===== src/ptco_pkg.sv =====
// ----------------------------------------------------------------------------
// ptco_pkg
// Shared types and constants for the polar triangle origin test.
// ----------------------------------------------------------------------------
package ptco_pkg;

  // coordinate width: aligned radius is Q0.28, cordic gain stays below 2x
  localparam int unsigned CW = 31;
  // residual angle width in units of 2^-32 turn
  localparam int unsigned ZW = 33;
  // aligned radius width
  localparam int unsigned RW = 28;
  // product, numerator and denominator widths
  localparam int unsigned PW = 2 * CW;
  localparam int unsigned NW = PW + 1;
  localparam int unsigned DW = NW + 2;

  // atan(2^-i) in units of 2^-32 turn
  localparam logic [31:0] ATAN_TURN [32] = '{
    32'h20000000, 32'h12E4051E, 32'h09FB385B, 32'h051111D4,
    32'h028B0D43, 32'h0145D7E1, 32'h00A2F61E, 32'h00517C55,
    32'h0028BE53, 32'h00145F2F, 32'h000A2F98, 32'h000517CC,
    32'h00028BE6, 32'h000145F3, 32'h0000A2FA, 32'h0000517D,
    32'h000028BE, 32'h0000145F, 32'h00000A30, 32'h00000518,
    32'h0000028C, 32'h00000146, 32'h000000A3, 32'h00000051,
    32'h00000029, 32'h00000014, 32'h0000000A, 32'h00000005,
    32'h00000003, 32'h00000001, 32'h00000001, 32'h00000000
  };

  // cartesian point out of one lane
  typedef struct packed {
    logic signed [CW-1:0] x;
    logic signed [CW-1:0] y;
  } point_t;

endpackage


===== src/ptco_cordic_lane.sv =====
// ----------------------------------------------------------------------------
// ptco_cordic_lane
// Pipelined cordic rotation of one polar point, one stage per iteration.
// ----------------------------------------------------------------------------
module ptco_cordic_lane import ptco_pkg::*; #(
  parameter int unsigned RADIUS_BITS   = 16,
  parameter int unsigned ANGLE_BITS    = 16,
  parameter int unsigned CORDIC_STAGES = 16
) (
  input  logic                   clk_i,
  input  logic [RADIUS_BITS-1:0] radius_i,
  input  logic [ANGLE_BITS-1:0]  angle_i,
  output point_t                 point_o
);

  localparam logic [1:0] QUAD_POS_X = 2'd0;
  localparam logic [1:0] QUAD_POS_Y = 2'd1;
  localparam logic [1:0] QUAD_NEG_X = 2'd2;

  logic [RW-1:0]        r;
  logic [31:0]          a32;
  logic signed [CW-1:0] x_d;
  logic signed [CW-1:0] y_d;
  logic signed [CW-1:0] x_q [CORDIC_STAGES+1];
  logic signed [CW-1:0] y_q [CORDIC_STAGES+1];
  logic signed [ZW-1:0] z_q [CORDIC_STAGES];

  // align radius to q0.28
  if (RADIUS_BITS <= RW) begin : g_up
    assign r = RW'(radius_i) << (RW - RADIUS_BITS);
  end else begin : g_dn
    assign r = RW'(radius_i >> (RADIUS_BITS - RW));
  end

  // align angle to 32 bits of a turn
  assign a32 = 32'(angle_i) << (32 - ANGLE_BITS);

  // start vector from the quarter turn
  always_comb begin
    case (a32[31:30])
      QUAD_POS_X: begin
        x_d = CW'(signed'({1'b0, r}));
        y_d = '0;
      end
      QUAD_POS_Y: begin
        x_d = '0;
        y_d = CW'(signed'({1'b0, r}));
      end
      QUAD_NEG_X: begin
        x_d = -CW'(signed'({1'b0, r}));
        y_d = '0;
      end
      default: begin
        x_d = '0;
        y_d = -CW'(signed'({1'b0, r}));
      end
    endcase
  end

  // entry register
  always_ff @(posedge clk_i) begin
    x_q[0] <= x_d;
    y_q[0] <= y_d;
    z_q[0] <= signed'(ZW'(a32[29:0]));
  end

  // one micro-rotation per stage
  for (genvar i = 0; i < CORDIC_STAGES; i++) begin : g_stage
    logic signed [CW-1:0] xs;
    logic signed [CW-1:0] ys;
    assign xs = x_q[i] >>> i;
    assign ys = y_q[i] >>> i;
    always_ff @(posedge clk_i) begin
      if (!z_q[i][ZW-1]) begin
        x_q[i+1] <= x_q[i] - ys;
        y_q[i+1] <= y_q[i] + xs;
      end else begin
        x_q[i+1] <= x_q[i] + ys;
        y_q[i+1] <= y_q[i] - xs;
      end
    end
    if (i < CORDIC_STAGES - 1) begin : g_z
      logic signed [ZW-1:0] t;
      assign t = signed'(ZW'(ATAN_TURN[i]));
      always_ff @(posedge clk_i) begin
        z_q[i+1] <= z_q[i][ZW-1] ? z_q[i] + t : z_q[i] - t;
      end
    end
  end

  assign point_o.x = x_q[CORDIC_STAGES];
  assign point_o.y = y_q[CORDIC_STAGES];

endmodule


===== config.mk =====
export PLATFORM = sky130hd
export DESIGN_NAME = ptco_cordic_lane
export DESIGN_NICKNAME = d
export VERILOG_FILES = /design/src/ptco_pkg.sv /design/src/ptco_cordic_lane.sv
export SDC_FILE = /design/constraint.sdc
export NUM_CORES = 2
export LEC_CHECK = 0
export BUFFER_PORTS_ARGS = -buffer_cell sky130_fd_sc_hd__buf_2
export CAP_MARGIN = 20
export CORE_MARGIN = 4
export CORE_UTILIZATION = 60
export DETAILED_ROUTE_END_ITERATION = 10
export PLACE_DENSITY = 0.76
export REMOVE_ABC_BUFFERS = 1
export SKIP_CTS_REPAIR_TIMING = 1
export SLEW_MARGIN = 0
export SYNTH_ARGS = -nofsm -noshare
export SYNTH_HDL_FRONTEND = slang
export SYNTH_SLANG_ARGS = --single-unit

===== constraint.sdc =====
create_clock -name clk_i -period 10.11 [get_ports clk_i]
set_clock_uncertainty 0.15 [all_clocks]
set_input_delay 1.011 -clock clk_i [delete_from_list [all_inputs] [get_ports clk_i]]
set_output_delay 1.011 -clock clk_i [all_outputs]
set_load 0.02 [all_outputs]

[After elaboration in Yosys (flattened, before gate mapping)]
Memories as Yosys holds them, arrays and structs flattened.
Cells that the tools add are included.
Word-level totals
  bits in registers: 0
  memory bits (writable): 1582
  input bits: 33
  output and inout port bits: 62
  memories kept: 3
Operators by class
  $add $sub $neg: 94
  equality and inequality tests: 2
  muxes and demuxes: 81
  bitwise operators: 32
  reduce and logical (&&, ||, !) cells: 2
Memories
  z_q: words 16, bits a word 33, read ports 16, clocked after memory_dff 0, write ports 16, RTL line ptco_cordic_lane.sv:26  | logic signed [ZW-1:0] z_q [CORDIC_STAGES];
  x_q: words 17, bits a word 31, read ports 17, clocked after memory_dff 0, write ports 17, RTL line ptco_cordic_lane.sv:24  | logic signed [CW-1:0] x_q [CORDIC_STAGES+1];
  y_q: words 17, bits a word 31, read ports 17, clocked after memory_dff 0, write ports 17, RTL line ptco_cordic_lane.sv:25  | logic signed [CW-1:0] y_q [CORDIC_STAGES+1];
Operator list (count)
  $mux 31: 32
  $mux 33: 15
  $pmux 31 s2: 2
  $add 31x16->31: 2
  $add 31x17->31: 2
  $add 31x18->31: 2
  $add 31x19->31: 2
  $add 31x20->31: 2
  $add 31x21->31: 2
  $add 31x22->31: 2
  $add 31x23->31: 2
  $add 31x24->31: 2
  $add 31x25->31: 2
  $add 31x26->31: 2
  $add 31x27->31: 2
  $add 31x28->31: 2
  $add 31x29->31: 2
  $add 31x30->31: 2
  $sub 31x16->31: 2
  $sub 31x17->31: 2
  $sub 31x18->31: 2
  $sub 31x19->31: 2
  $sub 31x20->31: 2
  $sub 31x21->31: 2
  48 further kinds: 120

[Depth between registers and ports, before layout]
  depth after elaboration: 3
  depth in mapped cells: 20

[Least setup slack after synthesis]
No wires, ideal clock.
  kind: reg2reg
  from: memory z_q[5][32] (netlist: z_q[0][197])
  to: memory x_q[6][30]
  setup time: 0.141 ns
  arrival time: 4.028 ns
  required time: 9.819 ns
  setup slack: 5.792 ns
  cell stages (with the launch flop): 18
  buffers on the path: 2
  cells stage by stage: dfxtp_1 clkbuf_1 buf_1 nor2_1 xor2_1 ha_1 fa_1 a21o_1 a21oi_1 nor2b_1 o311ai_1 a21boi_1 o21a_1 o41a_1 a211o_1 o31a_1 mux2i_1 o311ai_0
RTL lines (RTL line)
  start, declared: ptco_cordic_lane.sv:26
  end, declared: ptco_cordic_lane.sv:24

==> impl_metrics.csv <==
group,metric,value,unit
outcome,status,"finished, final reports clean",
layout,num_antenna_cells,0,
worst_setup_path,endpoint_kind,"register",
detailed_routing,drc,0,
layout,final_nets,13400,
synthesis,synth_top_family_by_area,"compound AO/OA/AOI/OAI gates",
synthesis,ys_ff_latch,1377,
layout,mostFrequentLayoutCell,"ha_1",
synthesis,synth_edf_count,0,
grt,antenna_found_initial,0,
floorplan,die_w,419,µm
timing,timing.fmax,0.189,GHz
synthesis,synth.distinct_cells,102,
synthesis,syn_area_per_cell,8.54,µm²
detailed_routing,wl_per_cell,18.3,µm
clocking,cts-htree-levels,4,
grt,grt_pass1_vias,83700,
clocking,clockBufferDepth,3,
run,drv_cap,0,
timing,maxSlewViolCount,0,
synthesis,synth_ff_type,"dfxtp_1",
placement,dp_hpwl,208000,µm
layout,area_growth,8.51,%
detailed_routing,drt_first_pass_iters,6,
synthesis,synthMuxAreaShare,1.16,%
grt,track_usage,29.0,%
detailed_routing,drt_first_iter_violations,6043,
worst_setup_path,path_cells,"buf_4 -> inv_1 -> o21ai_0 -> xnor2_1 -> ha_1 -> nor2_1 -> nand2_1 -> o211ai_1 -> a31oi_1 -> o31a_1 -> a2111oi_0 -> o31ai_1 -> nand3_1 -> nand2_1 -> a21boi_0 -> xnor2_1",
detailed_routing,vias,86300,
synthesis,async_reset_ff_share,0,%
timing,final_period_minus_worst_setup_slack,5280,ps
grt,grt_pass1_wl,426000,µm
timing,worst_pin_slew,1170,ps
grt,overflow,0,
placement,post-place-ws,5000,ps
layout,final_cell_mix,"ha_1 (1377), dfxtp_1 (1363), a21oi_1 (1261)",
worst_hold_path,hold_class,"input port to register",
floorplan,die-height,419,µm
floorplan,boundaryPins,95,
clocking,clk_latency,800,ps
synthesis,synth_simple_gate_area_share,14.8,%
placement,io_buffers,94,
placement,placedCellCount,14000,
worst_setup_path,required,10680,ps
synthesis,synth_xor_area_share,14.5,%
timing,min_period_over_period,52.2,%
worst_setup_path,cpMaxStageDelayCell,"a2111oi_0",
floorplan,dieArea,176000,µm²
worst_setup_path,cp.arrival,5850,ps
floorplan,core,168000,µm²
timing,worst_slack,4830,ps
timing,rsz0062_at_grt,"no",
detailed_routing,via_per_inst,6.03,
grt,grt_max_degree,71,
synthesis,synth_warnings,0,
clocking,path_clk_slew,60,ps
floorplan,start_util,60.6,%
timing,setup_viol_count_final,0,
clocking,cts-root-buf,"clkbuf_16",
clocking,cts_made_buffers,157,
layout,drive_above_1_share,4.87,%
layout,n_fill_cell,13900,
timing,totalNegativeSetupSlack,0,ps
synthesis,synthAdderAreaFrac,17.7,%
layout,fin_cells,14300,
timing,hold_viol_final,0,
floorplan,row_count,150,
worst_setup_path,critPathKind,"register to register",
placement,place_congestion,0.973,
synthesis,synthCells,11900,
clocking,cts_tree,"yes",
synthesis,synth_compound_area_share,22.0,%
synthesis,syn_area,101000,µm²
timing,max_slew_margin,21.3,%
detailed_routing,postRouteAntennaNets,0,
worst_setup_path,critPathLaunchType,"register",
synthesis,synth_seq_area_share,27.2,%
detailed_routing,totalWireLength,262000,µm
worst_setup_path,slowest_delay,910,ps
worst_setup_path,cp_max_fo,70,
clocking,cts.sinks,1377,
[through the flow]
step	utilization (%)	hold slack [ps]	instance area [µm²]
global placement	62.2	161	104000
CTS	65.7	94.6	110000
finish	65.7	159	110000
floorplan	-	160	101000
global route	65.7	113	110000
detailed placement	62.2	166	104000
[worst max-delay path, delay by kind of cell (launching register included)]
| kind | cells | cell delay (ps) |
|---|---|---|
| compound gates | 7 | 2250 |
| flops | 1 | 310 |
| fa+ha+maj | 1 | 300 |
| buf+inv | 2 | 1270 |
| simple gates | 4 | 570 |
| xor+xnor | 2 | 290 |
[kinds of logic after synthesis]
logic type | after synthesis
AND/OR/NAND/NOR | 3092
multiplexers | 111
XOR/XNOR | 1684
flip-flops | 1377
AO/OA/AOI/OAI | 3497
buffers and inverters | 702
adder cells (fa/ha/maj) | 1414
[registers in the layout (all words and copies together) (netlist names)]
name  cells
x_q     473
z_q     432
y_q     472
[Yosys cell counts (24+ instances only)]
master	instances	share of area, %
or4_1	25	0.18
o21a_1	183	1.4
and4_1	33	0.28
a21boi_0	39	0.29
xnor2_1	1084	9.4
nor4_1	77	0.47
a21oi_1	1261	6.2
nor3_1	332	1.6
nand4_1	79	0.49
nand2b_1	202	1.2
o211ai_1	40	0.30
nor2b_1	221	1.4
o31a_1	25	0.22
o21ai_0	532	2.6
and2_1	60	0.37
nand3_1	184	0.91
nor2_1	1023	3.8
a21o_1	566	4.2
nand2_1	551	2.0
a41oi_1	24	0.21
o21bai_1	160	1.2
ha_1	1377	17
nor3b_1	37	0.27
or3_1	67	0.41
fa_1	37	0.73
a211oi_1	95	0.70
o41ai_1	38	0.33
dfxtp_1	1377	27
a31oi_1	157	0.97
or2_2	43	0.27
xor2_1	600	5.2
and3_1	97	0.60
mux2_2	53	0.59
inv_1	518	1.9
clkbuf_1	142	0.53
o31ai_1	54	0.40
buf_1	38	0.14
mux2i_1	58	0.57
[cell type report]
type	count	area [µm²]	share of cell area, %
inverter	518	1940	1.77
clock inverter	90	1450	1.31
sequential	1377	27600	25.0
tap	2204	2760	2.50
multi-input combinational	9798	71300	64.7
clock buffer	198	4360	3.96
timing repair buffer	127	756	0.686
[per-layer routing]
metal  GRT usage, %  share of wire [%]  up-vias
met5              0                  0        -
met4           10.7                3.8        0
met3           3.44                5.0      514
met2           50.7                 47     2421
met1           36.7                 44    40600
li1               -                  -    42800
[final timing paths]
| path | slack (ps) | cells past startpoint | startpoint | end |
|---|---|---|---|---|
| worst min register to register | 180 | 0 | z_q[0][24]$_DFF_P_ | z_q[0][57]$_DFF_P_ |
| worst min-delay path | 160 | 1 | angle_i[13] | z_q[0][29]$_DFF_P_ |
| worst max-delay path | 4830 | 16 | z_q[0][230]$_DFF_P_ | x_q[7][25]$_DFF_P_ |
| worst max register to register | 4830 | 16 | z_q[0][230]$_DFF_P_ | x_q[7][25]$_DFF_P_ |
Power is left out: the tool's default activity adds up to more than one toggle a clock period on the data nets, which glitch-free logic cannot reach.
